**config.mk**
```make
export PLATFORM = sky130hd
export DESIGN_NAME = mwts_front
export DESIGN_NICKNAME = d
export VERILOG_FILES = /design/src/mwts_pkg.sv /design/src/mwts_front.sv
export SDC_FILE = /design/constraint.sdc
export NUM_CORES = 2
export LEC_CHECK = 0
export ABC_CLOCK_PERIOD_IN_PS = 13400
export BUFFER_PORTS_ARGS = -buffer_cell sky130_fd_sc_hd__buf_2
export CAP_MARGIN = 20
export CORE_ASPECT_RATIO = 0.9
export CORE_UTILIZATION = 60
export DETAILED_ROUTE_END_ITERATION = 8
export PLACE_DENSITY = 0.84
export SLEW_MARGIN = 15
export SYNTH_ARGS = -nofsm -noshare
export SYNTH_HDL_FRONTEND = slang
export SYNTH_SLANG_ARGS = --single-unit
```
**constraint.sdc**
```tcl
create_clock -name clk -period 13.4 [get_ports clk]
set_input_delay 2.68 -clock clk [delete_from_list [all_inputs] [get_ports clk]]
set_output_delay 2.68 -clock clk [all_outputs]
set_load 0.05 [all_outputs]
```
**src/mwts_pkg.sv**
```systemverilog
`timescale 1ns / 1ps
`default_nettype none
package mwts_pkg;

  // field widths
  localparam int PRICE_W = 24;
  localparam int CHG_W   = PRICE_W + 1;
  localparam int SQ_W    = 2 * PRICE_W;
  localparam int WLEN_W  = 7;
  localparam int GAIN_W  = 12;
  localparam int THR_W   = 16;
  localparam int FRAC_W  = 8;
  localparam int SUM_W   = CHG_W + WLEN_W;
  localparam int QSUM_W  = SQ_W + WLEN_W;

  // divider and square root datapath
  localparam int WIDE_W     = 2 * SUM_W;
  localparam int ROOT_W     = WIDE_W / 2;
  localparam int DIV_DIGITS = 4;
  localparam int DIV_CYC    = WIDE_W / DIV_DIGITS;
  localparam int SQRT_STEPS = 2;
  localparam int SQRT_CYC   = ROOT_W / SQRT_STEPS;
  localparam int CYC_W      = $clog2(DIV_CYC);
  localparam int TM_W       = THR_W + WLEN_W + FRAC_W;
  localparam int GR_W       = GAIN_W + ROOT_W;
  localparam int CMP_W      = GR_W + 2;

  // job queue depth between front and back
  localparam int QUEUE_DEPTH = 2;

  // register file
  localparam int ADDR_W = 4;
  localparam int DATA_W = 32;
  localparam logic [1:0] REG_WLEN = 2'd0;
  localparam logic [1:0] REG_GAIN = 2'd1;
  localparam logic [1:0] REG_THR  = 2'd2;
  localparam logic [WLEN_W-1:0] WLEN_RESET = 7'd16;
  localparam logic [GAIN_W-1:0] GAIN_RESET = 12'd421;
  localparam logic [THR_W-1:0]  THR_RESET  = 16'd0;

  // signal codes
  localparam logic signed [1:0] SIG_HOLD = 2'sd0;
  localparam logic signed [1:0] SIG_BUY  = 2'sd1;
  localparam logic signed [1:0] SIG_SELL = -2'sd1;

  typedef struct packed {
    logic [PRICE_W-1:0] price;
    logic               series_start;
  } in_item_t;

  typedef struct packed {
    logic signed [1:0] signal;
    logic              window_ready;
  } out_item_t;

  typedef struct packed {
    logic signed [SUM_W-1:0] sum;
    logic [QSUM_W-1:0]       qsum;
    logic [WLEN_W-1:0]       len;
    logic                    full;
    logic                    restart;
  } mwts_job_t;

  typedef enum logic [1:0] {
    F_IDLE,
    F_SQD,
    F_SQO,
    F_UPD
  } front_state_t;

  typedef enum logic [2:0] {
    B_IDLE,
    B_SQ,
    B_DIV,
    B_ABS,
    B_SQRT,
    B_MUL,
    B_DEC
  } back_state_t;

endpackage
`default_nettype wire

```
**src/mwts_front.sv**
```systemverilog
`timescale 1ns / 1ps
`default_nettype none
module mwts_front
  import mwts_pkg::*;
#(
  parameter int MAX_WINDOW = 64
) (
  input  wire logic              clk,
  input  wire logic              rst_n,
  input  wire logic              restart,
  input  wire logic [WLEN_W-1:0] window_len,
  input  wire logic              in_valid,
  output logic                   in_ready,
  input  wire in_item_t          in_item,
  output logic                   job_valid,
  input  wire logic              job_ready,
  output mwts_job_t              job
);

  localparam int AW = $clog2(MAX_WINDOW);
  localparam int PW = AW + 1;

  front_state_t state_r, state_nxt;

  logic signed [CHG_W-1:0] mem [MAX_WINDOW];

  logic [PRICE_W-1:0]      prev_price_r;
  logic signed [SUM_W-1:0] sum_r;
  logic [QSUM_W-1:0]       qsum_r;
  logic [WLEN_W-1:0]       fill_r;
  logic [AW-1:0]           wr_pos_r;
  logic signed [CHG_W-1:0] chg_r;
  logic signed [CHG_W-1:0] old_r;
  logic                    need_old_r;
  logic                    restart_r;
  logic [SQ_W-1:0]         dsq_r;
  logic [SQ_W-1:0]         osq_r;

  logic                    take;
  logic [WLEN_W-1:0]       len_eff;
  logic [WLEN_W-1:0]       fill_base;
  logic [AW-1:0]           pos_base;
  logic [PRICE_W-1:0]      prev_base;
  logic signed [CHG_W-1:0] chg;
  logic                    need_old;
  logic [PW-1:0]           pos_ext;
  logic [PW-1:0]           len_ext;
  logic [AW-1:0]           old_idx;
  logic [AW-1:0]           pos_inc;
  logic signed [CHG_W-1:0]   mul_in;
  logic signed [2*CHG_W-1:0] mul_p;
  logic signed [SUM_W-1:0] sum_nxt;
  logic [QSUM_W-1:0]       qsum_nxt;

  // window length clamped to 1..MAX_WINDOW
  always_comb begin
    if (window_len == '0) begin
      len_eff = WLEN_W'(1);
    end else if (32'(window_len) > MAX_WINDOW) begin
      len_eff = WLEN_W'(MAX_WINDOW);
    end else begin
      len_eff = window_len;
    end
  end

  // state sequence and handshake outputs
  always_comb begin
    state_nxt = state_r;
    in_ready  = 1'b0;
    job_valid = 1'b0;
    unique case (state_r)
      F_IDLE: begin
        in_ready = 1'b1;
        if (in_valid) state_nxt = F_SQD;
      end
      F_SQD: state_nxt = F_SQO;
      F_SQO: state_nxt = F_UPD;
      F_UPD: begin
        job_valid = 1'b1;
        if (job_ready) state_nxt = F_IDLE;
      end
      default: state_nxt = F_IDLE;
    endcase
  end

  assign take = in_valid && in_ready;

  // series restart folds into the bases of this item
  always_comb begin
    fill_base = in_item.series_start ? '0 : fill_r;
    pos_base  = in_item.series_start ? '0 : wr_pos_r;
    prev_base = in_item.series_start ? '0 : prev_price_r;
    if (fill_base == '0) begin
      chg = '0;
    end else begin
      chg = $signed({1'b0, in_item.price}) - $signed({1'b0, prev_base});
    end
    need_old = (fill_base >= len_eff);
    pos_ext  = PW'(pos_base);
    len_ext  = PW'(len_eff);
    if (pos_ext >= len_ext) begin
      old_idx = AW'(pos_ext - len_ext);
    end else begin
      old_idx = AW'(pos_ext + PW'(MAX_WINDOW) - len_ext);
    end
    pos_inc = (pos_base == AW'(MAX_WINDOW - 1)) ? '0 : pos_base + AW'(1);
  end

  // shared squarer for new and leaving change
  assign mul_in = (state_r == F_SQD) ? chg_r : old_r;
  assign mul_p  = mul_in * mul_in;

  // running sums after this item
  always_comb begin
    sum_nxt  = sum_r + SUM_W'(chg_r);
    qsum_nxt = qsum_r + QSUM_W'(dsq_r);
    if (need_old_r) begin
      sum_nxt  = sum_nxt - SUM_W'(old_r);
      qsum_nxt = qsum_nxt - QSUM_W'(osq_r);
    end
    job.sum     = sum_nxt;
    job.qsum    = qsum_nxt;
    job.len     = len_eff;
    job.full    = (fill_r >= len_eff);
    job.restart = restart_r;
  end

  // change window memory, read before write
  always_ff @(posedge clk) begin
    if (take) begin
      mem[pos_base] <= chg;
      old_r         <= mem[old_idx];
    end
  end

  // state register
  always_ff @(posedge clk) begin
    if (!rst_n) begin
      state_r <= F_IDLE;
    end else begin
      state_r <= state_nxt;
    end
  end

  // series state
  always_ff @(posedge clk) begin
    if (!rst_n || restart) begin
      prev_price_r <= '0;
      sum_r        <= '0;
      qsum_r       <= '0;
      fill_r       <= '0;
      wr_pos_r     <= '0;
    end else if (take) begin
      prev_price_r <= in_item.price;
      wr_pos_r     <= pos_inc;
      fill_r       <= need_old ? fill_base : fill_base + WLEN_W'(1);
      if (in_item.series_start) begin
        sum_r  <= '0;
        qsum_r <= '0;
      end
    end else if (job_valid && job_ready) begin
      sum_r  <= sum_nxt;
      qsum_r <= qsum_nxt;
    end
  end

  // per item payload
  always_ff @(posedge clk) begin
    if (take) begin
      chg_r      <= chg;
      need_old_r <= need_old;
      restart_r  <= in_item.series_start;
    end
    if (state_r == F_SQD) dsq_r <= mul_p[SQ_W-1:0];
    if (state_r == F_SQO) osq_r <= mul_p[SQ_W-1:0];
  end

endmodule
`default_nettype wire

```
After elaboration in Yosys (flattened, before gate mapping) --
Memory sizes are Yosys's and may differ from the RTL's. A register that Yosys moved wholly into a read port is not among the register bits. Cells that the tools add are included.
Cells by class: $add $sub $neg 10, $mul 1, $lt $le $gt $ge 4, equality and inequality tests 7, muxes and demuxes 25, reductions and logical operators 10
Operators by type and width (count):
- $mux W55 | 4
- $mux W32 | 4
- $add A55 B48 Y55 | 1
- $sub A55 B48 Y55 | 1
- $mux W25 | 2
- $mul A25 B25 Y48 | 1
- $add A32 B25 Y32 | 1
- $sub A32 B25 Y32 | 1
- $mux W7 | 4
- $sub A24 B24 Y25 | 1
- $mux W24 | 1
- $mux W6 | 3
- $ge A7 B7 Y1 | 2
- $logic_not A7 Y1 | 2
- $add A6 B1 Y6 const B | 2
- $sub A6 B6 Y6 | 2
- $pmux W2 S4 | 1
- $add A7 B1 Y7 const B | 1
- $ge A6 B7 Y1 | 1
- $gt A7 B7 Y1 const B | 1
- $eq A6 B6 Y1 const B | 1
- $ne A2 B2 Y1 const B | 3
- $eq A2 B2 Y1 const B | 2
- $mux W1 | 4
- 8 further kinds | 11
Storage, ports and cells: register bits after elaboration 249, RAM bits 1600, bits of input ports 37, output and inout port bits 98, word-level logic and storage cells 69, memories 1
Memories:
- mem | depth 64, width 25, rd ports 1, clocked after Yosys merged registers in 1, wr ports 1, RTL line mwts_front.sv:25 | logic signed [CHG_W-1:0] mem [MAX_WINDOW];

Depth between registers and ports, before layout --
depth after elaboration 5, depth in mapped cells 36

Least setup slack after synthesis --
OpenSTA, ideal clock, no wires.
kind input -> register, from input in_item[0] (netlist name), to register chg_r[9], data pin, setup time 1301 ps, arrival time 10442 ps, path slack 1657 ps, cell stages on the path 13, path buffers 3, path through clkbuf_1 > inv_1 > clkbuf_1 > buf_1 > nand2_1 > ha_1 > o21ai_0 > a21boi_0 > or2_2 > o21ai_0 > nor2_1 > o21ai_0 > a2111oi_0
On the way: cells in the longest elaborated chain, start to end 3, elaborated cells between the ends (all ways) 5
RTL lines:
- start, declared | RTL line mwts_front.sv:14 | input wire in_item_t in_item,
- $mux W24 or $mux W7 (tied branches) | RTL line mwts_front.sv:92, mwts_front.sv:90
- $sub A24 B24 Y25 or $logic_not A7 Y1 (tied branches) | RTL line mwts_front.sv:96, mwts_front.sv:93
- $mux W25 * | RTL line mwts_front.sv:93 | if (fill_base == '0) begin
- net chg[9] | RTL line mwts_front.sv:44 | logic signed [CHG_W-1:0] chg;
- end signal, assigned | RTL line mwts_front.sv:170 | chg_r <= chg;
- end, declared | RTL line mwts_front.sv:32 | logic signed [CHG_W-1:0] chg_r;
The timed path passes the listed nets; every way through them passes the cells marked *. A chain may end at the register's enable or synchronous reset.

==> results.ini <==
[cells_and_area]
area_growth_pct = 9.84
nets = 8014
n_fill_cell = 10833
drive_above_1_share_pct = 17.2

[worst_hold_path]
hold_end = prev_price_r[14]$_SDFFE_PP0P_
hold_class = reg -> reg
min_path_cells = 2
min_from = prev_price_r[14]$_SDFFE_PP0P_

[critical_path]
cp.arrival_ns = 7.53
r2r_slack_ns = 4.12
crit_fanout = 6
critPathLaunchType = flop
path_buf_inv = 1
cp_cell_sequence = ha_1 > fa_1 > a21o_1 > a21oi_1 > o21ai_1 > a21boi_1 > nor2b_1 > o21ai_0 > nor2b_1 > xnor2_1 > ha_1 > a21o_1 > a2111oi_0 > nand2b_1 > o22ai_1 > a311oi_1 > o31ai_1 > nand3_1 > a21o_1 > xnor2_1 > buf_2
critPathMaxStageDelay_ns = 0.68
ff2ff_path_depth = 30
cp-end-kind = output pin
reg2reg_from = state_r[1]$_SDFFE_PN0P_
r2r-end = dsq_r[43]$_DFFE_PN_
cpMostUsedCell = a21o_1
critical_path.slowest_cell = xnor2_1
criticalPathCategory = reg -> out
cpLargestDelayFamily = compound AO/OA/AOI/OAI gates
required_ns = 10.72

[grt]
track_usage_pct = 36.6
grt_pass1_vias = 65069
grt_overflow_total = 0
grt_max_degree = 168
grt_pass1_wl_mm = 442
antenna_found_initial = 17

[cts]
cts_tree = built
cts_sinks = 1872
clock_path_buffers = 3
clkLatencyLatePin_ns = 0.84
cts_setup_buffers = 0
cts_root_buf = clkbuf_16
htree_levels = 4
path_clk_slew_ns = 0.06
post_cts_resized = 0
hold_buffers = 0
cts_made_buffers = 175

[floorplanning]
start_util_pct = 60.5
die_h_um = 391
die_w_um = 434
core-area_um2 = 167000
ioPinCount = 135
die_area_um2 = 170000
placementRows = 142

[route]
firstDrtPassIters = 9
detail-route-antenna-nets = 0
drc = 0
vias = 63606
via_per_inst = 6.76
routed_wl_mm = 307
wl_per_cell_um = 32.6
drt_iter0_drc = 9145

[sta]
final-hold-violation-count = 0
post-route-period-util_pct = 76.2
slew_viol_final = 0
fmax_mhz = 97.9
slew_headroom_pct = 17.6
report.final.setup_viol = 0
rsz0062_at_grt = no
tightestPinTransition_ns = 1.22
finClkSkew_ns = 0.0630
finalCriticalPeriod_ns = 10.21
final.setup.tns_ns = 0

[placement]
io_buffer_count = 134
hpwl_mm = 188
routabilityCongestion = 0.970

[synth]
synth_flop_cell = edfxtp_1
synth_edf_count = 1746
netlist_area_um2 = 101000
async_flop_share_pct = 0
syn_nets = 7832
ys_types = 92
ys_seq_elements = 1872
synth.avg_cell_area_um2 = 14.7
synthCells = 6852
ys_seq_area_share_pct = 54.5
yosys_warnings = 0

[status]
outcome = completed

[job]
maxCapViolCount = 0

-- cell usage after synthesis (35+ instances only) --
master	count	area (µm²)
a211oi_1	55	413
a21o_1	109	818
a21oi_1	286	1430
a22o_1	39	342
a22oi_1	50	375
buf_1	42	158
clkbuf_1	219	822
dfxtp_1	126	2520
edfxtp_1	1746	52400
fa_1	594	11900
ha_1	349	4370
inv_1	811	3040
mux2_2	43	484
mux4_2	500	11300
nand2_1	446	1670
nand2b_1	38	238
nand3_1	59	295
nor2_1	417	1570
nor2b_1	64	400
nor3_1	35	175
o21a_1	46	345
o21ai_0	140	701
xnor2_1	164	1440
xor2_1	79	692
-- worst max-delay path by stage --
stage                                  startpoint             endpoint  slack [ns]  cells past startpoint
after floorplan                        in_item[0]   chg_r[9]$_DFFE_PP_        1.66                     13
after global placement    state_r[1]$_SDFFE_PN0P_  dsq_r[46]$_DFFE_PN_        4.25                     30
after detailed placement  state_r[1]$_SDFFE_PN0P_  dsq_r[46]$_DFFE_PN_        4.12                     26
after CTS                      chg_r[0]$_DFFE_PP_              job[95]        3.39                     21
after global routing           chg_r[0]$_DFFE_PP_              job[95]        2.84                     21
final                          chg_r[0]$_DFFE_PP_              job[95]        3.19                     21
-- stage by stage --
step / cell area [µm²] / util, % / hold WS (ns) / setup WS [ns] / instances
floorplan: 101000 / - / 0.432 / 1.66 / 6852
global placement: 105000 / 62.9 / 0.438 / 4.25 / 9078
detailed placement: 105000 / 62.9 / 0.448 / 4.12 / 9078
CTS: 111000 / 66.4 / 0.459 / 3.39 / 9398
global route: 111000 / 66.5 / 0.481 / 2.84 / 9410
finish: 111000 / 66.5 / 0.458 / 3.19 / 9416
-- tightest hold or removal path, stage by stage, from the launching register on --
cell and delay [ns]:
dfxtp_1 0.31, nand2_1 0.05, a21oi_1 0.05
-- routing by layer --
layer	share of wire [%]	global-route usage, %	wire length, µm
met1	33	46.3	103000
met2	46	56.2	140000
met3	14	11.0	42400
met4	7.1	21.5	21800
met5	0.032	0	98
-- kinds of logic (layout without fill, tap and decap cells) --
logic type / Yosys count / count (layout) / share of synthesized area [%]
flip-flops: 1872 / 1872 / 54.5
AND/OR/NAND/NOR: 1202 / 1202 / 5.31
buffers and inverters: 1095 / 1420 / 4.09
adder cells (fa/ha/maj): 943 / 943 / 16.1
AO/OA/AOI/OAI: 923 / 923 / 5.96
multiplexers: 574 / 574 / 11.9
XOR/XNOR: 243 / 243 / 2.11
other: 0 / 7 / 0
-- placed cells by master, fill, tap and decap left out, types with 79 or more instances in the layout --
cell,n
buf_2,137
buf_4,132
dfxtp_1,126
fa_1,593
clkbuf_16,179
o21ai_0,133
nor2_1,341
a21oi_1,285
xnor2_1,160
ha_1,346
inv_1,810
a21o_1,109
mux4_2,500
xor2_1,79
nand2_1,446
edfxtp_1,1746
-- area by class of cell --
| cell class | instances | area (µm²) | area share [%] |
|---|---|---|---|
| inverter | 820 | 3080 | 2.78 |
| multi-input combinational | 3885 | 42400 | 38.2 |
| clock buffer | 214 | 4620 | 4.17 |
| antenna | 7 | 17.5 | 0.0158 |
| tap | 2232 | 2790 | 2.52 |
| sequential | 1872 | 55000 | 49.6 |
| clock inverter | 106 | 1080 | 0.973 |
| timing repair buffer | 280 | 1910 | 1.73 |
-- sequential cells by signal, summed over array words and instances, names as in the netlist, 7 cells and up --
register,count
mem,1600
qsum_r,55
dsq_r,47
osq_r,47
sum_r,32
chg_r,25
old_r,25
prev_price_r,24
fill_r,7
Power is not shown: default switching activity piles up to over one toggle a cycle in this logic, so the estimate is an artifact.
