File: src/mwts_pkg.sv
`timescale 1ns / 1ps
`default_nettype none
package mwts_pkg;

  // field widths
  localparam int PRICE_W = 24;
  localparam int CHG_W   = PRICE_W + 1;
  localparam int SQ_W    = 2 * PRICE_W;
  localparam int WLEN_W  = 7;
  localparam int GAIN_W  = 12;
  localparam int THR_W   = 16;
  localparam int FRAC_W  = 8;
  localparam int SUM_W   = CHG_W + WLEN_W;
  localparam int QSUM_W  = SQ_W + WLEN_W;

  // divider and square root datapath
  localparam int WIDE_W     = 2 * SUM_W;
  localparam int ROOT_W     = WIDE_W / 2;
  localparam int DIV_DIGITS = 4;
  localparam int DIV_CYC    = WIDE_W / DIV_DIGITS;
  localparam int SQRT_STEPS = 2;
  localparam int SQRT_CYC   = ROOT_W / SQRT_STEPS;
  localparam int CYC_W      = $clog2(DIV_CYC);
  localparam int TM_W       = THR_W + WLEN_W + FRAC_W;
  localparam int GR_W       = GAIN_W + ROOT_W;
  localparam int CMP_W      = GR_W + 2;

  // job queue depth between front and back
  localparam int QUEUE_DEPTH = 2;

  // register file
  localparam int ADDR_W = 4;
  localparam int DATA_W = 32;
  localparam logic [1:0] REG_WLEN = 2'd0;
  localparam logic [1:0] REG_GAIN = 2'd1;
  localparam logic [1:0] REG_THR  = 2'd2;
  localparam logic [WLEN_W-1:0] WLEN_RESET = 7'd16;
  localparam logic [GAIN_W-1:0] GAIN_RESET = 12'd421;
  localparam logic [THR_W-1:0]  THR_RESET  = 16'd0;

  // signal codes
  localparam logic signed [1:0] SIG_HOLD = 2'sd0;
  localparam logic signed [1:0] SIG_BUY  = 2'sd1;
  localparam logic signed [1:0] SIG_SELL = -2'sd1;

  typedef struct packed {
    logic [PRICE_W-1:0] price;
    logic               series_start;
  } in_item_t;

  typedef struct packed {
    logic signed [1:0] signal;
    logic              window_ready;
  } out_item_t;

  typedef struct packed {
    logic signed [SUM_W-1:0] sum;
    logic [QSUM_W-1:0]       qsum;
    logic [WLEN_W-1:0]       len;
    logic                    full;
    logic                    restart;
  } mwts_job_t;

  typedef enum logic [1:0] {
    F_IDLE,
    F_SQD,
    F_SQO,
    F_UPD
  } front_state_t;

  typedef enum logic [2:0] {
    B_IDLE,
    B_SQ,
    B_DIV,
    B_ABS,
    B_SQRT,
    B_MUL,
    B_DEC
  } back_state_t;

endpackage
`default_nettype wire

File: src/mwts_back.sv
`timescale 1ns / 1ps
`default_nettype none
module mwts_back
  import mwts_pkg::*;
(
  input  wire logic              clk,
  input  wire logic              rst_n,
  input  wire logic              restart,
  input  wire logic [GAIN_W-1:0] gain,
  input  wire logic [THR_W-1:0]  threshold,
  input  wire logic              job_valid,
  output logic                   job_ready,
  input  wire mwts_job_t         job,
  output logic                   out_valid,
  input  wire logic              out_ready,
  output out_item_t              out_item
);

  back_state_t state_r, state_nxt;

  mwts_job_t           job_r;
  logic [WIDE_W-1:0]   wide_r;
  logic [WLEN_W:0]     div_rem_r;
  logic [ROOT_W-1:0]   root_r;
  logic [ROOT_W+1:0]   srem_r;
  logic [CYC_W-1:0]    cnt_r;
  logic [GR_W-1:0]     gr_r;
  logic [TM_W-1:0]     tm_r;
  logic                holding_r;
  logic                out_valid_r;
  out_item_t           out_r;

  logic                    pop;
  logic                    load_out;
  logic [SUM_W-1:0]        sum_mag;
  logic [WLEN_W:0]         drem;
  logic [WIDE_W-1:0]       dquo;
  logic [WIDE_W-1:0]       qsum_ext;
  logic [ROOT_W-1:0]       sroot;
  logic [ROOT_W+1:0]       srem;
  logic [ROOT_W+1:0]       trial;
  logic [WIDE_W-1:0]       srad;
  logic [THR_W+WLEN_W-1:0] tprod;
  logic signed [CMP_W-1:0] s256;
  logic signed [CMP_W-1:0] gr_s;
  logic signed [CMP_W-1:0] tm_s;
  logic                    buy;
  logic                    sell;

  assign pop       = job_valid && job_ready;
  assign out_valid = out_valid_r;
  assign out_item  = out_r;
  assign load_out  = (state_r == B_DEC) && (!out_valid_r || out_ready);

  // sequencer
  always_comb begin
    state_nxt = state_r;
    job_ready = 1'b0;
    unique case (state_r)
      B_IDLE: begin
        job_ready = 1'b1;
        if (job_valid) state_nxt = job.full ? B_SQ : B_DEC;
      end
      B_SQ:   state_nxt = B_DIV;
      B_DIV:  if (cnt_r == CYC_W'(DIV_CYC - 1)) state_nxt = B_ABS;
      B_ABS:  state_nxt = B_SQRT;
      B_SQRT: if (cnt_r == CYC_W'(SQRT_CYC - 1)) state_nxt = B_MUL;
      B_MUL:  state_nxt = B_DEC;
      B_DEC:  if (load_out) state_nxt = B_IDLE;
      default: state_nxt = B_IDLE;
    endcase
  end

  // restoring divide by window length, DIV_DIGITS quotient bits a cycle
  always_comb begin
    drem = div_rem_r;
    dquo = wide_r;
    for (int i = 0; i < DIV_DIGITS; i++) begin
      drem = {drem[WLEN_W-1:0], dquo[WIDE_W-1]};
      dquo = {dquo[WIDE_W-2:0], 1'b0};
      if (drem >= {1'b0, job_r.len}) begin
        drem    = drem - {1'b0, job_r.len};
        dquo[0] = 1'b1;
      end
    end
  end

  // digit by digit square root, two root bits a cycle
  always_comb begin
    sroot = root_r;
    srem  = srem_r;
    srad  = wide_r;
    trial = '0;
    for (int i = 0; i < SQRT_STEPS; i++) begin
      srem  = {srem[ROOT_W-1:0], srad[WIDE_W-1:WIDE_W-2]};
      srad  = {srad[WIDE_W-3:0], 2'b00};
      trial = {sroot, 2'b01};
      if (srem >= trial) begin
        srem  = srem - trial;
        sroot = {sroot[ROOT_W-2:0], 1'b1};
      end else begin
        sroot = {sroot[ROOT_W-2:0], 1'b0};
      end
    end
  end

  // operands of the decision
  always_comb begin
    sum_mag  = job_r.sum[SUM_W-1] ? SUM_W'(-job_r.sum) : SUM_W'(job_r.sum);
    qsum_ext = WIDE_W'(job_r.qsum);
    tprod    = (THR_W + WLEN_W)'(threshold) * (THR_W + WLEN_W)'(job_r.len);
    s256     = CMP_W'(job_r.sum) <<< FRAC_W;
    gr_s     = $signed(CMP_W'(gr_r));
    tm_s     = $signed(CMP_W'(tm_r));
    buy      = job_r.full && !holding_r && ((s256 - gr_s) > tm_s);
    sell     = job_r.full && holding_r && ((s256 + gr_s) < -tm_s);
  end

  // state register
  always_ff @(posedge clk) begin
    if (!rst_n) begin
      state_r <= B_IDLE;
    end else begin
      state_r <= state_nxt;
    end
  end

  // position and result register
  always_ff @(posedge clk) begin
    if (!rst_n) begin
      holding_r   <= 1'b0;
      out_valid_r <= 1'b0;
    end else begin
      if (restart || (pop && job.restart)) begin
        holding_r <= 1'b0;
      end else if (load_out && (buy || sell)) begin
        holding_r <= buy;
      end
      if (load_out) begin
        out_valid_r <= 1'b1;
      end else if (out_ready) begin
        out_valid_r <= 1'b0;
      end
    end
  end

  // datapath
  always_ff @(posedge clk) begin
    if (pop) job_r <= job;
    if (load_out) begin
      if (buy) begin
        out_r.signal <= SIG_BUY;
      end else if (sell) begin
        out_r.signal <= SIG_SELL;
      end else begin
        out_r.signal <= SIG_HOLD;
      end
      out_r.window_ready <= job_r.full;
    end
    unique case (state_r)
      B_SQ: begin
        wide_r    <= WIDE_W'(sum_mag) * WIDE_W'(sum_mag);
        div_rem_r <= '0;
        cnt_r     <= '0;
      end
      B_DIV: begin
        wide_r    <= dquo;
        div_rem_r <= drem;
        cnt_r     <= cnt_r + CYC_W'(1);
      end
      B_ABS: begin
        wide_r <= (qsum_ext >= wide_r) ? qsum_ext - wide_r : wide_r - qsum_ext;
        tm_r   <= {tprod, {FRAC_W{1'b0}}};
        root_r <= '0;
        srem_r <= '0;
        cnt_r  <= '0;
      end
      B_SQRT: begin
        wide_r <= srad;
        root_r <= sroot;
        srem_r <= srem;
        cnt_r  <= cnt_r + CYC_W'(1);
      end
      B_MUL: begin
        gr_r <= GR_W'(gain) * GR_W'(root_r);
      end
      default: begin
      end
    endcase
  end

endmodule
`default_nettype wire
File: config.mk
export PLATFORM = sky130hd
export DESIGN_NAME = mwts_back
export DESIGN_NICKNAME = d
export VERILOG_FILES = /design/src/mwts_pkg.sv /design/src/mwts_back.sv
export SDC_FILE = /design/constraint.sdc
export NUM_CORES = 2
export LEC_CHECK = 0
export ABC_AREA = 1
export BUFFER_PORTS_ARGS = -buffer_cell sky130_fd_sc_hd__buf_2
export CAP_MARGIN = 20
export CORE_AREA = 2 2 376 378
export DETAILED_ROUTE_END_ITERATION = 10
export DIE_AREA = 0 0 378 380
export PLACE_DENSITY = 0.77
export SETUP_SLACK_MARGIN = 0.15
export SYNTH_ARGS = -nofsm -noshare
export SYNTH_HDL_FRONTEND = slang
export SYNTH_SLANG_ARGS = --single-unit
File: constraint.sdc
create_clock -name clk -period 21.3 [get_ports clk]
set_clock_uncertainty 0.1 [all_clocks]
set_input_delay 1.065 -clock clk [delete_from_list [all_inputs] [get_ports clk]]
set_output_delay 1.065 -clock clk [all_outputs]
set_load 0.01 [all_outputs]
# ---- After elaboration in Yosys (flattened, before gate mapping)
# Index checks and enable logic that the tools add are counted.
dict set report totals {
  regBits 309
  latch_bits 0
  ramBits 0
  mem_bits_ro 0
  inputBits 129
  output_inout_bits 5
  n_memories 0
}
dict set report op_classes {
  add_sub_neg 13
  n_mul 3
  div_mod_pow 0
  magnitude_cmp 9
  eq_ne 11
  shift 0
  n_mux 29
  bitwise 1
  n_reduce_logical 23
}
# op n
set ops {}
lappend ops {{$pmux 64 s4} 1}
lappend ops {{$pmux 32 s2} 2}
lappend ops {{$mux 32} 3}
lappend ops {{$ge 34x34->1} 2}
lappend ops {{$ge 55x64->1} 1}
lappend ops {{$mul 32x32->64} 1}
lappend ops {{$mux 64} 1}
lappend ops {{$sub 32x32->32} 2}
lappend ops {{$sub 55x64->64} 1}
lappend ops {{$sub 64x55->64} 1}
lappend ops {{$add 40x45->46} 1}
lappend ops {{$gt 46x32->1} 1}
lappend ops {{$lt 46x46->1} 1}
lappend ops {{$neg 31->46} 1}
lappend ops {{$sub 40x45->46} 1}
lappend ops {{$mul 12x32->44} 1}
lappend ops {{$ge 8x7->1} 4}
lappend ops {{$neg 32->32} 1}
lappend ops {{$mux 7} 4}
lappend ops {{$sub 7x7->7} 4}
lappend ops {{$mul 16x7->23} 1}
lappend ops {{$pmux 3 s7} 1}
lappend ops {{$mux 3} 5}
lappend ops {{$pmux 7 s2} 1}
lappend ops {{other kinds (18)} 47}

# ---- Longest topological paths before layout
dict set report logic_depth {
  depth_word 9
  depth_mapped 52
  mapped_depth_nobuf 49
}

# ---- Least setup slack after synthesis
# No wires, ideal clock.
dict set report synth_timing {
  kind {reg-to-reg}
  start {reg job_r[64] in the netlist's numbering}
  end {reg wide_r[46], data pin}
  setup_time_ns 0.268
  arrival_ns 8.650
  required_time_ns 20.932
  setup_slack_ns 12.282
  path_stages_with_launch 38
  period_less_slack_ns 9.018
  cell_sequence {edfxtp_1 buf_6 inv_6 clkbuf_1 ha_1 inv_1 nor3_2 inv_1 nor2_2 nand2_1 nor4_2 a31oi_1 xor2_1 inv_1 clkbuf_1 nor2_1 fa_1 fa_1 [2 not listed] fa_1 inv_1 fa_1 fa_1 fa_1 fa_1 ha_1 nand2_1 nor2_1 inv_1 nor2_1 nand3_1 o21ai_0 a21oi_1 o21bai_1 a21oi_1 o21ai_0 o211ai_1}
}
dict set report synth_between {
  elab_chain_cells 4
}
# item line
set synth_lines {}
lappend synth_lines {{start, declared} mwts_back.sv:21} ;# mwts_job_t job_r;
lappend synth_lines {{start signal, assigned} mwts_back.sv:149} ;# if (pop) job_r <= job;
lappend synth_lines {{$neg 32->32} mwts_back.sv:109} ;# sum_mag = job_r.sum[SUM_W-1] ? SUM_W'(-job_r.sum) : SUM_W'(job_r.sum);
lappend synth_lines {{$mux 32 (*)} mwts_back.sv:109}
lappend synth_lines {{$mul 32x32->64 (*)} mwts_back.sv:162} ;# wide_r <= WIDE_W'(sum_mag) * WIDE_W'(sum_mag);
lappend synth_lines {{$pmux 64 s4 (*)} mwts_back.sv:160} ;# unique case (state_r)
lappend synth_lines {{end signal, assigned} mwts_back.sv:162}
lappend synth_lines {{end signal, assigned} mwts_back.sv:167} ;# wide_r <= dquo;
lappend synth_lines {{end signal, assigned} mwts_back.sv:172} ;# wide_r <= (qsum_ext >= wide_r) ? qsum_ext - wide_r : wide_r - qsum_ext;
lappend synth_lines {{end, declared} mwts_back.sv:22} ;# logic [WIDE_W-1:0] wide_r;
# Mark *: on every way between the ends. The rest lies on a longest branch, timed or not.
# A chain may end at the register's enable or synchronous reset.

# ---- Final worst setup path
# Ends and elaborated chain as after synthesis.

==> metrics.yaml <==
timing:
  period_minus_slack_ns: 11.42
  post-route-period-util: 0.536
  worst_pin_slew_ns: 1.21
  grt_setup_unrepaired: "false"
  setup_violations: 0
  fmax_ghz: 0.0875
  worst_slack_ns: 9.88
  slew_violations: 0
  fin_tns_setup_ns: 0
  slew_headroom: 0.195
  hold_violations: 0
synthesis:
  netlist_area_um2: 77500
  synth_cell_types: 76
  seq_area_frac_synth: 0.119
  synth_area_per_cell_um2: 7.64
  synth_seq_cells: 309
  synth_warnings: 0
  synthArstFlopShare: 0
  synthFlopType: "edfxtp_1"
  netlist_instances: 10150
  synth_edf_count: 304
setup_path:
  critPathCaptureType: "register"
  path_max_fanout: 27
  crit_family: "adder cells"
  critPathLaunchType: "register"
  critPathSlowestCell: "clkinv_1"
  worstSetupPathType: "reg2reg"
  arrival_ns: 11.69
  cp_num_buf_inv: 11
  required_ns: 21.56
  max_stage_delay_ns: 0.92
clocking:
  ctsHtreeMaxLevel: 2
  clk_latency_ns: 0.67
  cts.repair.resized: 0
  post_cts_buffers: 0
  cts_sinks: 309
  cts.reportedPaths.clkPinSlew_ns: 0.07
  clockRootBuffer: "clkbuf_16"
  clockBufferDepth: 3
  numCtsBuffers: 41
  holdBufCountCts: 0
  tritoncts: "done"
routing:
  ant_nets: 0
  totalWireLength_mm: 266
  drc: 0
  drt_iter0_drc: 7649
  routed_via_density: 5.71
  wl_per_cell_um: 22.0
  drtPass1Iterations: 6
  vias: 68849
grt:
  grt_pass1_wl_mm: 410
  grt_pass1_vias: 71076
  grt_use_total: 0.373
  grt_overflow: 0
  antenna_found_initial: 4
  grt_max_degree: 66
placed_design:
  gp_congestion: 1.07
  portBuffers: 133
  placedCellCount: 11987
  place_area_um2: 80000
  place_hpwl_mm: 218
  dp_worst_setup_slack_ns: 10.17
layout:
  layout_common_cells: "inv_1 (2442), nand2_1 (1926), fa_1 (1171), nor2_1 (964), ha_1 (749)"
  final_cells: 12065
  final_common_cell: "inv_1"
  final_nets: 12203
  area_growth_pct: 4.99
  drive_above_1_share: 0.0390
  fin_area_um2: 81400
  n_fill_cell: 13064
floorplanning:
  rows: 137
  dieArea_um2: 144000
  fp.coreArea_um2: 139000
  fp.dieW_um: 378
  start_util: 0.557
  die_h_um: 380
  ios: 134
job:
  drv_cap: 0
status:
  outcome: "finished clean"
worst_hold_path:
  hold_class: "reg2reg"
[synth_stat cells (18+ instances only)]
| library cell | instances | share of area |
|---|---|---|
| a31oi_1 | 47 | 0.0038 |
| o21ai_1 | 34 | 0.0022 |
| o21ai_0 | 409 | 0.026 |
| nand4_1 | 62 | 0.0050 |
| nand2_1 | 1928 | 0.093 |
| a21o_1 | 38 | 0.0037 |
| nor2_1 | 966 | 0.047 |
| inv_1 | 2443 | 0.12 |
| o211ai_1 | 62 | 0.0060 |
| xnor2_1 | 77 | 0.0087 |
| a21oi_1 | 615 | 0.040 |
| inv_2 | 33 | 0.0016 |
| edfxtp_1 | 304 | 0.12 |
| nor4_1 | 24 | 0.0019 |
| fa_1 | 1171 | 0.30 |
| buf_2 | 32 | 0.0021 |
| nor3_1 | 69 | 0.0045 |
| o21bai_1 | 56 | 0.0054 |
| ha_1 | 749 | 0.12 |
| a21boi_0 | 18 | 0.0017 |
| o21a_1 | 50 | 0.0048 |
| nand3_1 | 237 | 0.015 |
| clkbuf_1 | 185 | 0.0090 |
| xor2_1 | 288 | 0.033 |
| nor2_2 | 30 | 0.0024 |
[sequential cells by signal, summed over array words and instances, names as in the netlist]
signal,flops
wide_r,64
job_r,95
cnt_r,4
state_r,3
tm_r,23
out_item,3
root_r,32
srem_r,32
div_rem_r,7
holding_r,1
out_valid,1
gr_r,44
[cell families (layout without fill, tap and decap cells)]
logic type | count (synthesis) | after routing | share of synthesized area
simple gates | 3379 | 3379 | 0.176
xor+xnor | 367 | 367 | 0.0417
compound gates | 1429 | 1429 | 0.105
flops | 309 | 309 | 0.119
other cells | 2 | 29 | 0.0000969
buf+inv | 2738 | 2750 | 0.135
fa+ha+maj | 1920 | 1920 | 0.423
mux | 6 | 6 | 0.000775
[layer usage]
| layer | GRT usage | wire length [um] | vias up |
|---|---|---|---|
| li1 | - | - | 31097 |
| met1 | 0.506 | 107000 | 33377 |
| met2 | 0.578 | 117000 | 3608 |
| met3 | 0.0800 | 28100 | 761 |
| met4 | 0.157 | 13900 | 6 |
| met5 | 0 | 67 | - |
[final timing paths]
kind / to / slack [ns] / cells past startpoint / startpoint
setup / recovery: wide_r[46] / 9.88 / 38 / job_r[64]
hold / removal: out_item[0] / 0.38 / 0 / job_r[1]
hold reg to reg: out_item[0] / 0.38 / 0 / job_r[1]
setup reg to reg: wide_r[46] / 9.88 / 38 / job_r[64]
[stage by stage]
stage | util | hold WS [ns]
2_1_floorplan | - | 0.348
3_3_place_gp | 0.575 | 0.362
3_5_place_dp | 0.575 | 0.375
4_1_cts | 0.585 | 0.386
5_1_grt | 0.585 | 0.410
6_report | 0.585 | 0.383
[area by class of cell]
| cell class | instances | area (um^2) | area share |
|---|---|---|---|
| diodes | 3 | 7.51 | 0.0000922 |
| repair buffers | 189 | 1090 | 0.0133 |
| clock inverters | 32 | 337 | 0.00414 |
| clock buffers | 43 | 1030 | 0.0127 |
| flip-flops and latches | 309 | 9230 | 0.113 |
| inverters | 2486 | 9340 | 0.115 |
| well taps | 1876 | 2350 | 0.0288 |
| multi-input cells | 7127 | 58000 | 0.713 |
Power is not shown: default switching activity piles up to over one toggle a cycle in this logic, so the estimate is an artifact.
