--- src/mwts_pkg.sv ---
`timescale 1ns / 1ps
`default_nettype none
package mwts_pkg;

  // field widths
  localparam int PRICE_W = 24;
  localparam int CHG_W   = PRICE_W + 1;
  localparam int SQ_W    = 2 * PRICE_W;
  localparam int WLEN_W  = 7;
  localparam int GAIN_W  = 12;
  localparam int THR_W   = 16;
  localparam int FRAC_W  = 8;
  localparam int SUM_W   = CHG_W + WLEN_W;
  localparam int QSUM_W  = SQ_W + WLEN_W;

  // divider and square root datapath
  localparam int WIDE_W     = 2 * SUM_W;
  localparam int ROOT_W     = WIDE_W / 2;
  localparam int DIV_DIGITS = 4;
  localparam int DIV_CYC    = WIDE_W / DIV_DIGITS;
  localparam int SQRT_STEPS = 2;
  localparam int SQRT_CYC   = ROOT_W / SQRT_STEPS;
  localparam int CYC_W      = $clog2(DIV_CYC);
  localparam int TM_W       = THR_W + WLEN_W + FRAC_W;
  localparam int GR_W       = GAIN_W + ROOT_W;
  localparam int CMP_W      = GR_W + 2;

  // job queue depth between front and back
  localparam int QUEUE_DEPTH = 2;

  // register file
  localparam int ADDR_W = 4;
  localparam int DATA_W = 32;
  localparam logic [1:0] REG_WLEN = 2'd0;
  localparam logic [1:0] REG_GAIN = 2'd1;
  localparam logic [1:0] REG_THR  = 2'd2;
  localparam logic [WLEN_W-1:0] WLEN_RESET = 7'd16;
  localparam logic [GAIN_W-1:0] GAIN_RESET = 12'd421;
  localparam logic [THR_W-1:0]  THR_RESET  = 16'd0;

  // signal codes
  localparam logic signed [1:0] SIG_HOLD = 2'sd0;
  localparam logic signed [1:0] SIG_BUY  = 2'sd1;
  localparam logic signed [1:0] SIG_SELL = -2'sd1;

  typedef struct packed {
    logic [PRICE_W-1:0] price;
    logic               series_start;
  } in_item_t;

  typedef struct packed {
    logic signed [1:0] signal;
    logic              window_ready;
  } out_item_t;

  typedef struct packed {
    logic signed [SUM_W-1:0] sum;
    logic [QSUM_W-1:0]       qsum;
    logic [WLEN_W-1:0]       len;
    logic                    full;
    logic                    restart;
  } mwts_job_t;

  typedef enum logic [1:0] {
    F_IDLE,
    F_SQD,
    F_SQO,
    F_UPD
  } front_state_t;

  typedef enum logic [2:0] {
    B_IDLE,
    B_SQ,
    B_DIV,
    B_ABS,
    B_SQRT,
    B_MUL,
    B_DEC
  } back_state_t;

endpackage
`default_nettype wire

--- src/mwts_queue.sv ---
`timescale 1ns / 1ps
`default_nettype none
module mwts_queue
  import mwts_pkg::*;
(
  input  wire logic      clk,
  input  wire logic      rst_n,
  input  wire logic      push_valid,
  output logic           push_ready,
  input  wire mwts_job_t push_job,
  output logic           pop_valid,
  input  wire logic      pop_ready,
  output mwts_job_t      pop_job
);

  localparam int QA_W = $clog2(QUEUE_DEPTH);

  mwts_job_t        slot_r [QUEUE_DEPTH];
  logic [QA_W-1:0]  wp_r;
  logic [QA_W-1:0]  rp_r;
  logic [QA_W:0]    cnt_r;
  logic             push;
  logic             pop;

  assign push_ready = (cnt_r != (QA_W + 1)'(QUEUE_DEPTH));
  assign pop_valid  = (cnt_r != '0);
  assign pop_job    = slot_r[rp_r];
  assign push       = push_valid && push_ready;
  assign pop        = pop_valid && pop_ready;

  // pointers and fill level
  always_ff @(posedge clk) begin
    if (!rst_n) begin
      wp_r  <= '0;
      rp_r  <= '0;
      cnt_r <= '0;
    end else begin
      if (push) wp_r <= (wp_r == QA_W'(QUEUE_DEPTH - 1)) ? '0 : wp_r + QA_W'(1);
      if (pop)  rp_r <= (rp_r == QA_W'(QUEUE_DEPTH - 1)) ? '0 : rp_r + QA_W'(1);
      if (push && !pop) begin
        cnt_r <= cnt_r + (QA_W + 1)'(1);
      end else if (pop && !push) begin
        cnt_r <= cnt_r - (QA_W + 1)'(1);
      end
    end
  end

  // storage
  always_ff @(posedge clk) begin
    if (push) slot_r[wp_r] <= push_job;
  end

endmodule
`default_nettype wire

--- config.mk ---
export PLATFORM = sky130hd
export DESIGN_NAME = mwts_queue
export DESIGN_NICKNAME = d
export VERILOG_FILES = /design/src/mwts_pkg.sv /design/src/mwts_queue.sv
export SDC_FILE = /design/constraint.sdc
export NUM_CORES = 1
export LEC_CHECK = 0
export ABC_AREA = 1
export BUFFER_PORTS_ARGS = -buffer_cell sky130_fd_sc_hd__buf_2
export CAP_MARGIN = 20
export CORE_MARGIN = 8
export CORE_UTILIZATION = 56
export CTS_CLUSTER_DIAMETER = 60
export DETAILED_ROUTE_END_ITERATION = 10
export GPL_TIMING_DRIVEN = 0
export PLACE_DENSITY = 0.92
export SLEW_MARGIN = 10
export SYNTH_ARGS = -nofsm -noshare
export SYNTH_HDL_FRONTEND = slang
export SYNTH_SLANG_ARGS = --single-unit
--- constraint.sdc ---
create_clock -name clk -period 10.3 [get_ports clk]
set_input_delay 0.515 -clock clk [delete_from_list [all_inputs] [get_ports clk]]
set_output_delay 0.515 -clock clk [all_outputs]
set_load 0.1 [all_outputs]
# --- Yosys cells after proc, flatten, opt, wreduce, memory -nomap -nowiden ---
# Memories as Yosys holds them, arrays and structs flattened. A register that Yosys moved wholly into a read port is not among the register bits.
# Cells that the tools add are included.
totals:
  regBits: 4
  ramBits: 192
  in_bits: 100
  memories: 1
classes:
  addsub: 4
  eq_ne: 1
  mux: 8
  reduce_logical: 8
memory_table:
  columns: ["memory", "words", "width", "rd", "rd_ports_with_merged_regs", "wr", "line", "source"]
  rows:
  - ["slot_r", 2, 96, 1, 1, 1, "mwts_queue.sv:18", "mwts_job_t slot_r [QUEUE_DEPTH];"]
op_table:
  columns: ["operator", "count"]
  rows:
  - ["two-way mux 1 bit", 6]
  - ["logical AND 1 bit", 4]
  - ["two-way mux 2 bit", 2]
  - ["nonzero test 2 bit", 2]
  - ["adder 1 bit, second input constant", 2]
  - ["adder 2 x 1 -> 2 bit, second input constant", 1]
  - ["logical NOT 1 bit", 2]
  - ["!= test 2 bit, second input constant", 1]
  - ["subtractor 2 x 1 -> 2 bit, second input constant", 1]

# --- Longest topological paths before layout ---
# Gate-level depths: netlist of the first run.
depth:
  ltp_word: 6
  depth_mapped: 11
  ltp_nobuf: 11

# --- Worst setup path before layout of the first run ---
# Ideal clock, no wire load.
synth_timing:
  path_kind: "reg-to-reg"
  start: "register cnt_r[0]"
  end: "memory slot_r[0][0] (netlist bit) (enable)"
  setup_ns: 0.552
  t_arrival_ns: 5.348
  required_time_ns: 9.748
  setup_slack_ns: 4.400
  stages_incl_launch_ff: 5
  synth_period_minus_slack_ns: 5.900
  cell_sequence: "dfxtp_1 -> inv_1 -> nand2_1 -> nand2_1 -> nor2_1"
synth_via:
  elab_chain_cells: 4
synth_rtl:
  columns: ["item", "line", "source"]
  rows:
  - ["start: declaration", "mwts_queue.sv:21", "logic [QA_W:0] cnt_r;"]
  - ["start signal: assignment", "mwts_queue.sv:41", "cnt_r <= cnt_r + (QA_W + 1)'(1);"]
  - ["start signal: assignment", "mwts_queue.sv:43", "cnt_r <= cnt_r - (QA_W + 1)'(1);"]
  - ["!= test 2 bit", "mwts_queue.sv:25", "assign push_ready = (cnt_r != (QA_W + 1)'(QUEUE_DEPTH));"]
  - ["net push_ready", "mwts_queue.sv:9", "output logic push_ready,"]
  - ["logical AND 1 bit", "mwts_queue.sv:28", "assign push = push_valid && push_ready;"]
  - ["two-way mux 1 bit", "mwts_queue.sv:50", "if (push) slot_r[wp_r] <= push_job;"]
  - ["two-way mux 1 bit (not written as such)", "mwts_queue.sv:50", null]
  - ["end: declaration", "mwts_queue.sv:18", null]
# The timed path passes the listed nets, and every way through them passes these cells.

==> results of run 1 <==
-- cells in the final DEF (no fill, tap or decap), drive strengths merged, types with 2 or more instances in the layout --
master / instances
mux2: 96
edfxtp: 192
nor2: 8
dfxtp: 5
clkbuf: 18
clkinv: 7
bufinv: 4
inv: 10
nand2: 9
o21ai: 2
buf: 214
-- layout make-up --
type / instances / area share
Timing Repair Buffer: 203 / 0.120
Clock inverter: 14 / 0.0196
Buffer: 11 / 0.0141
Multi-Input combinational cell: 120 / 0.145
Antenna cell: 1 / 0.000268
Inverter: 8 / 0.00322
Tap cell: 176 / 0.0236
Clock buffer: 18 / 0.0460
Sequential cell: 197 / 0.628
-- cell families (layout without fill, tap and decap cells) --
family / Yosys count / after routing / share of synthesized area
compound gates: 4 / 4 / 0.00306
simple gates: 19 / 19 / 0.0102
fa+ha+maj: 1 / 1 / 0.00170
mux: 96 / 96 / 0.167
buf+inv: 19 / 254 / 0.0219
other cells: 0 / 1 / 0
flops: 197 / 197 / 0.796
-- worst reg2reg max path: stages (launching register included) --
cell and delay (ps):
dfxtp_1 360, inv_1 110, nand2_1 90, nand2_1 180, nor2_4 550, buf_16 260, buf_12 220
-- power by group --
part           internal, W  switching, W  total (W)
registers          0.00101     0.0000295    0.00104
logic             0.000277       0.00105    0.00133
clock network     0.000405      0.000268   0.000673
total              0.00169       0.00135    0.00304
-- stage by stage --
| stage | setup WS [ps] | power [W] |
|---|---|---|
| after floorplan | 4400 | 0.00219 |
| after global placement | 3220 | 0.00237 |
| after detailed placement | 8160 | 0.00240 |
| after CTS | 7900 | 0.00306 |
| after global routing | 7870 | 0.00313 |
| final | 7960 | 0.00304 |
-- path summary, 6_finish.rpt --
kind / from / slack, ps / cells past startpoint / to
min: push_job[32] / 280 / 1 / slot_r[0][32]
min reg2reg: rp_r / 530 / 2 / register
max: register / 7960 / 4 / pop_job[34]
max reg2reg: cnt_r[0] / 8220 / 6 / slot_r[0][41]
-- layer usage --
metal | vias up | part of all wire | track usage | wire length [um]
met4 | 2 | 0.019 | 0.0770 | 274
met1 | 1883 | 0.35 | 0.171 | 5130
met3 | 31 | 0.083 | 0.0601 | 1200
li1 | 1756 | - | - | -
met2 | 141 | 0.54 | 0.310 | 7830
met5 | - | 0.00090 | 0 | 13
-- sequential cells by signal (all words and copies together) (netlist names), named ones only --
signal	count
slot_r	192
cnt_r	2
wp_r	1
rp_r	1
==> reports/results.ini, run 1 <==
[global_route]
grt_usage = 0.170
grt_pass1_wl_um = 21200
grt_max_degree = 32
antenna_found_initial = 1
grt_pass1_vias = 4237
grt_overflow = 0

[timing]
fin_crit_sh = 0.227
hold_viol = 0
setup_viol_count_final = 0
clock.fmax_mhz = 427
fin_crit_ps = 2340
rsz0062_at_grt = no
max_slew_margin = 0.488
finalSetupTns_ps = 0
final_max_slew_viol_count = 0
worst_pin_slew_ps = 766
skew_ps = 4.48
holdWs_ps = 277

[synthesis]
synth_warnings = 0
synth_top_area_cell = edfxtp_1
avgSynthCellArea_um2 = 21.9
synth_seq_cells = 197
synth.net_count = 437
synth_area_leaders = edfxtp_1 (78%), mux2_2 (8.6%), mux2_4 (8.2%)
syn_inst = 336
syn_area_um2 = 7370
yosysTopAreaCellShare = 0.782
synth-edff-count = 192
async_flop_share = 0
synth.distinct_cells = 17
synth_ff_type = edfxtp_1
synth_common_cells = edfxtp_1 (192), mux2_2 (56), mux2_4 (40), nand2_1 (9)
yosysMostFrequentCell = edfxtp_1
ys_seq_area_frac = 0.796

[clock_tree]
ctsResizeCount = 0
cts.sinks = 197
htree_num_levels = 4
cts_root_buf = clkbuf_16
path_clk_slew_ps = 60
worstSkewPairLatency_ps = 420
cts_tree = yes
numCtsBuffers = 17
cts.path.max_buffers = 2
postCtsSetupBuffers = 0
cts_hold_buffers = 0

[routing]
ant_nets = 0
wl_per_cell_um = 19.3
wl_um = 14400
drt-initial-drc-count = 187
first_pass_iters = 4
drc = 0
vias = 3813
vias_per_cell = 5.10

[setup_path]
critPathCaptureType = output pin
worstPathRequired_ps = 9790
startpoint_type = register
crit_type = register to output pin
cp_max_fo = 10
critPathBufInv = 3
path_common_cell = buf_2
max_stage_delay_ps = 380
cp_cell_sequence = buf_6, buf_2, mux2_2, buf_2
cpLargestDelayFamily = buffers and inverters
arrival_ps = 1830
crit_slowest_cell = mux2_2

[placed_design]
place_hpwl_um = 10400
io_buffers = 197
place_area_um2 = 8720
placedCellCount = 715
gp_congestion = 0.725

[cells_and_area]
syn2layout_area_growth_pct = 26.7
fin_util = 0.717
drive_above_1_share = 0.599
design_area_um2 = 9340
finalNetCount = 659
final_cells = 748
register_area_um2 = 5870
fillCellCount = 855
multi_input_area_um2 = 1360

[power_and_ir_drop]
p_leak_nw = 3.62
powerDensity_nw_per_um2 = 326
vdd_drop_max_mv = 0.268

[die]
dieArea_um2 = 17100
start_util = 0.565
pin_count = 198
die_w_um = 131
die_y_um = 131
fp.coreArea_um2 = 13000
fp-row-count = 42

[flow_run]
maxCapViolCount = 0

[hold_path]
holdCritPathClass = input pin to register

[outcome]
status = finished, final reports clean

Note: power is estimated with default switching activity, not from simulation.
==> inputs of run 2 (changes only) <==
--- a/config.mk
+++ b/config.mk
@@ -5,15 +5,15 @@
 export SDC_FILE = /design/constraint.sdc
 export NUM_CORES = 1
 export LEC_CHECK = 0
-export ABC_AREA = 1
+export ABC_AREA = 0
 export BUFFER_PORTS_ARGS = -buffer_cell sky130_fd_sc_hd__buf_2
 export CAP_MARGIN = 20
 export CORE_MARGIN = 8
-export CORE_UTILIZATION = 56
+export CORE_UTILIZATION = 47
 export CTS_CLUSTER_DIAMETER = 60
 export DETAILED_ROUTE_END_ITERATION = 10
 export GPL_TIMING_DRIVEN = 0
-export PLACE_DENSITY = 0.92
+export PLACE_DENSITY = 0.84
 export SLEW_MARGIN = 10
 export SYNTH_ARGS = -nofsm -noshare
 export SYNTH_HDL_FRONTEND = slang
==> constraint.sdc (replaced) <==
create_clock -name clk -period 2 [get_ports clk]
set_input_delay 0.1 -clock clk [delete_from_list [all_inputs] [get_ports clk]]
set_output_delay 0.1 -clock clk [all_outputs]
set_load 0.1 [all_outputs]
==> run 2 against run 1 <==
  * First-iteration DRC count grew 7.0%
  * Routed wire length increased by 14%
  * Die area up 16%
  * Non-clock buffer count rose by 94
  * Global-route usage is 1.1 points lower
  * Area after synthesis decreased by 0.49%
  * Highest routed layer is now met4
  * Synthesized cell count down 3.9%
==> reports/results.ini, run 2 <==
[outcome]
status = finished, final reports clean

[setup_path]
cp_cell_sequence = buf_6, buf_6, buf_6, mux2_4, clkbuf_4
path_common_cell = buf_6
crit_type = register to output pin
arrival_ps = 1850  ; +20 ps
startpoint_type = register
cp_max_fo = 10  ; unchanged
crit_slowest_cell = dfxtp_1
worstPathRequired_ps = 1900  ; -7890 ps
critPathCaptureType = output pin
max_stage_delay_ps = 320  ; -60 ps

[timing]
clock.fmax_mhz = 513
skew_ps = 14.4  ; +9.89 ps
worst_pin_slew_ps = 676  ; -90.7 ps
fin_crit_ps = 1950
fin_crit_sh = 0.975
hold_viol = 0  ; unchanged
final_max_slew_viol_count = 0  ; unchanged
max_slew_margin = 0.550  ; +0.0617
setup_viol_count_final = 0  ; unchanged
holdWs_ps = 95.4  ; -182 ps

[routing]
drc = 0  ; unchanged
first_pass_iters = 4  ; unchanged
ant_nets = 0  ; unchanged
wl_um = 16400  ; +14%
wl_per_cell_um = 19.6  ; +1.2%
drt-initial-drc-count = 200  ; +7.0%
vias_per_cell = 4.92  ; -3.4%
vias = 4141  ; +8.6%

[synthesis]
synth-edff-count = 192  ; unchanged
syn_inst = 323  ; -3.9%
syn_area_um2 = 7330  ; -0.49%
ys_seq_area_frac = 0.800  ; +0.00394
avgSynthCellArea_um2 = 22.7  ; +3.5%
synth_common_cells = edfxtp_1 (192), mux2_2 (56), mux2_4 (40), buf_6 (6)
synth.distinct_cells = 21  ; +4
synth_area_leaders = edfxtp_1 (79%), mux2_2 (8.6%), mux2_4 (8.2%)
yosysTopAreaCellShare = 0.786  ; +0.00387
async_flop_share = 0  ; unchanged
yosysMostFrequentCell = edfxtp_1
synth_seq_cells = 197  ; unchanged
synth.net_count = 424  ; -3.0%
synth_top_area_cell = edfxtp_1
synth_ff_type = edfxtp_1
synth_warnings = 0  ; unchanged

[placed_design]
place_area_um2 = 8620  ; -1.2%
io_buffers = 197  ; unchanged
gp_congestion = 0.691  ; -4.8%
place_hpwl_um = 10100  ; -3.4%

[cells_and_area]
antenna_cells = 0  ; -1
design_area_um2 = 10300  ; +10%
syn2layout_area_growth_pct = 40.4
multi_input_area_um2 = 1380  ; +1.9%
register_area_um2 = 5870  ; about the same
mostFrequentLayoutCells = edfxtp_1 (192), buf_2 (162), dlygate4sd3_1 (97)
top_register = slot_r
largest_reg_flops = 192  ; unchanged
fillCellCount = 974  ; +14%
reg_top3 = slot_r (192), cnt_r (2)
finalNetCount = 741  ; +12%
final_common_cell = edfxtp_1
drive_above_1_share = 0.525  ; -0.0737

[global_route]
grt_overflow = 0  ; unchanged
antenna_found_initial = 0  ; -1
grt_usage = 0.160  ; -0.0105
grt_max_degree = 58  ; +81%
grt_pass1_wl_um = 24200  ; +14%
grt_pass1_vias = 4559  ; +7.6%

[power_and_ir_drop]
vdd_drop_max_mv = 1.17  ; +340%
p_leak_nw = 3.97  ; +9.7%
powerDensity_nw_per_um2 = 1590  ; +390%

[clock_tree]
worstSkewPairLatency_ps = 430  ; about the same
cts_tree = yes
path_clk_slew_ps = 70  ; about the same
cts.path.max_buffers = 2  ; unchanged
postCtsSetupBuffers = 0  ; unchanged
numCtsBuffers = 17  ; unchanged
cts.sinks = 197  ; unchanged
htree_num_levels = 4  ; unchanged
cts_root_buf = clkbuf_16

[die]
die_w_um = 141  ; +7.8%
dieArea_um2 = 19900  ; +16%
start_util = 0.482  ; -0.0831
pin_count = 198  ; unchanged
fp.coreArea_um2 = 15200  ; +17%
die_y_um = 141  ; +7.8%
fp-row-count = 45  ; +7.1%

[hold_path]
holdCritPathClass = input pin to register

[flow_run]
maxCapViolCount = 0  ; unchanged

==> run 2: cell count changes after synthesis, sizes merged, moves of 2 or more <==
cell and delta:
xnor2 +2, nand2 -9, inv -7, nor2 -8, and2 +4, a21boi +2
==> run 2: worst max-delay path, delay by kind of cell, from the launching register on <==
kind / cells / cell delay [ps]
buf+inv: 4 / 770
mux: 1 / 320
flops: 1 / 320
==> run 2: kinds of logic after synthesis <==
group,Yosys count,share of synthesized area
DFF,197,0.800
muxes,96,0.168
buffers and inverters,12,0.0131
and+or+nand+nor,9,0.00887
AOI/OAI and AO/OA,5,0.00478
xor gates and xnor gates,3,0.00358
adders and majority gates,1,0.00171
==> run 2: final timing paths <==
check        slack, ps  cells after the start        from             to
max reg2reg        110                      4    cnt_r[1]  slot_r[0][43]
max                 50                      5    register    pop_job[49]
min                100                      3  push_valid           wp_r
min reg2reg        560                      2    cnt_r[1]       cnt_r[1]
==> run 2: cell type report <==
| cell class | count | share of cell area |
|---|---|---|
| clock buffers | 17 | 0.0413 |
| repair buffers | 297 | 0.206 |
| multi-input cells | 115 | 0.134 |
| flip-flops and latches | 197 | 0.570 |
| plain buffers | 11 | 0.00900 |
| inverters | 1 | 0.000729 |
| clock inverters | 15 | 0.0159 |
| well taps | 188 | 0.0229 |
==> run 2: what timing repair did <==
item | 4_1_cts | 5_1_grt
hold endpoints to repair | 197 | 0
hold buffers | 97 | 0
resized for setup | 0 | 66
setup endpoints to repair | 0 | 80
==> run 2: metal layers <==
metal	part of all wire	wire (um)	global-route usage	vias to the layer above
met3	0.063	1040	0.0537	24
met2	0.54	8920	0.288	159
met1	0.37	6150	0.165	2039
met5	0	0	0	-
li1	-	-	-	1919
met4	0.020	331	0.0735	0
==> run 2: power by group <==
part	internal, W	total, W	switching (W)	leakage, nW
Clock	0.00195	0.00336	0.00141	0.289
Combinational	0.00177	0.00767	0.00590	1.85
Sequential	0.00516	0.00531	0.000154	1.83
==> run 2: metrics by stage <==
step                total power, W  utilization  setup TNS [ps]  instances  worst slack (ps)
global route                0.0168        0.677           -30.6        841             -10.5
floorplan                   0.0117            -         -103220        323              -662
CTS                         0.0162        0.670               0        840              6.08
global placement            0.0126        0.563         -171540        708             -1120
finish                      0.0163        0.677               0        841              50.7
detailed placement          0.0128        0.567               0        711              24.6
==> inputs of run 3 (changes only) <==
--- a/config.mk
+++ b/config.mk
@@ -14,6 +14,7 @@
 export DETAILED_ROUTE_END_ITERATION = 10
 export GPL_TIMING_DRIVEN = 0
 export PLACE_DENSITY = 0.84
+export REMOVE_ABC_BUFFERS = 1
 export SLEW_MARGIN = 10
 export SYNTH_ARGS = -nofsm -noshare
 export SYNTH_HDL_FRONTEND = slang
==> run 3 against run 2 <==
  * Register-to-register slack about the same
  * Combinational power fell by 0.5%
  * Sequential cell count is the same
  * Routed wire length grew 3.0%
  * Global-route usage rose by 0.95 points
  * Clock power decreased by 8.6%
  * Design area decreased by 1.2%
  * Non-clock buffer count decreased by 5
  * Via count rose by 0.17%
  * Critical path type unchanged
  * Highest routed layer unchanged
  * Clock skew fell by 7.5 ps
  * Core utilization shrank 0.82 points
  * Die area unchanged
==> reports/results.ini, run 3 (synthesis gave the netlist of run 2 again) <==
[outcome]
status = finished, final reports clean

[clock_tree]
cts_root_buf = clkbuf_16
worstSkewPairLatency_ps = 420  ; about the same
numCtsBuffers = 17  ; unchanged
htree_num_levels = 4  ; unchanged
path_clk_slew_ps = 60  ; about the same
cts_tree = yes
cts.sinks = 197  ; unchanged
cts.path.max_buffers = 2  ; unchanged

[setup_path]
crit_type = register to output pin
cp_cell_sequence = buf_12, buf_16, mux2_2, buf_2
cpLargestDelayFamily = buffers and inverters
cp_max_fo = 24  ; +14
arrival_ps = 1810  ; -40 ps
critPathBufInv = 3  ; -1
max_stage_delay_ps = 390  ; +70 ps
critPathCaptureType = output pin
crit_slowest_cell = dfxtp_4
reg2reg_slack_ps = 110  ; about the same
startpoint_type = register
worstPathRequired_ps = 1900  ; about the same

[timing]
postLayoutSetupSlackWorst_ps = 92.9  ; +42.2 ps
max_slew_margin = 0.618  ; +0.0688
clock.fmax_mhz = 524  ; +2.2%
holdWs_ps = 52.0  ; -43.4 ps
worst_pin_slew_ps = 572  ; -103 ps
fin_crit_ps = 1910  ; -42.2 ps
final_max_slew_viol_count = 0  ; unchanged
skew_ps = 6.87  ; -7.50 ps
hold_viol = 0  ; unchanged
setup_viol_count_final = 0  ; unchanged
fin_crit_sh = 0.954  ; -0.0211

[die]
start_util = 0.482  ; unchanged
fp.coreArea_um2 = 15200  ; unchanged
die_w_um = 141  ; unchanged
pin_count = 198  ; unchanged
dieArea_um2 = 19900  ; unchanged
die_y_um = 141  ; unchanged
fp-row-count = 45  ; unchanged

[global_route]
antenna_found_initial = 1  ; +1
grt_pass1_vias = 4685  ; +2.8%
grt_usage = 0.169  ; +0.00946
grt_overflow = 0  ; unchanged
grt_pass1_wl_um = 25400  ; +5.0%
grt_max_degree = 54  ; -6.9%

[cells_and_area]
finalNetCount = 736  ; -0.67%
fillCellCount = 1020  ; +4.7%
top_register = slot_r
final_common_cell = buf_2
mostFrequentLayoutCells = buf_2 (197), edfxtp_1 (192), dlygate4sd3_1 (97)
drive_above_1_share = 0.512  ; -0.0129
reg_top3 = slot_r (192), cnt_r (2)
syn2layout_area_growth_pct = 38.7
largest_reg_flops = 192  ; unchanged

[routing]
drc = 0  ; unchanged
first_pass_iters = 5  ; +1
vias = 4148  ; +0.17%
met1_length_um = 6300  ; +2.5%
wl_met3_um = 1070  ; +3.5%
drt-initial-drc-count = 162  ; -19%
ant_nets = 0  ; unchanged
dr_wl_met2_um = 9290  ; +4.1%
wl_per_cell_um = 20.2  ; +3.5%
wl_um = 16900  ; +3.0%
highest_layer = met4
vias_per_cell = 4.96  ; +0.65%

[placed_design]
gp_congestion = 0.705  ; +2.1%
io_buffers = 197  ; unchanged
place_ws_ps = -33.8  ; -58.4 ps
place_hpwl_um = 9890  ; -1.8%

[flow_run]
maxCapViolCount = 0  ; unchanged

[power_and_ir_drop]
vdd_drop_max_mv = 1.08  ; -7.9%
powerDensity_nw_per_um2 = 1580  ; -0.72%
p_total_w = 0.0160  ; -1.9%
p_leak_nw = 3.90  ; -1.8%

[hold_path]
holdCritPathClass = input pin to register

## run 3: report_power, final
group | total (W) | leakage, nW | switching, W | internal, W
logic | 0.00763 | 1.82 | 0.00592 | 0.00170
clock network | 0.00307 | 0.245 | 0.00138 | 0.00169
registers | 0.00533 | 1.83 | 0.000167 | 0.00516
## run 3: per-layer routing
layer	vias up	GRT usage
met5	-	0
met4	0	0.0650
met3	24	0.0557
met2	149	0.309
met1	2066	0.177
li1	1909	-
## run 3: worst min-delay path, stage by stage
cell and delay (ps):
buf_2 130, a21bo_2 130, a21boi_0 60
## run 3: cell type report
cell class	count	area (um^2)	share of cell area
Sequential cell	197	5870	0.577
Timing Repair Buffer	303	2140	0.211
Multi-Input combinational cell	115	1380	0.136
Clock buffer	20	437	0.0430
Tap cell	188	235	0.0231
Clock inverter	12	88.8	0.00874
Inverter	1	8.76	0.000862
Antenna cell	1	2.50	0.000246
## run 3: path summary, 6_finish.rpt
kind,start,end,cells past startpoint
max,register,pop_job[95],4
min,push_valid,wp_r,3
max reg2reg,cnt_r[0],slot_r[0][35],4
min reg2reg,rp_r,register,2
## run 3: stage by stage
stage	setup TNS, ps	util	area (um^2)	cells
detailed placement	-506	0.563	8550	700
floorplan	-437960	-	7240	312
global placement	-698570	0.557	8460	697
global route	-416	0.669	10200	837
finish	0	0.669	10200	837
CTS	0	0.668	10200	835
## run 3: repair_timing
| item | in CTS | in global routing |
|---|---|---|
| hold endpoints to repair | 197 | 0 |
| pin swaps | 0 | 1 |
| resized for setup | 0 | 1 |
| hold buffers | 97 | 0 |
| buffers inserted | 5 | 0 |
| setup endpoints to repair | 96 | 103 |
| gates cloned | 1 | 1 |
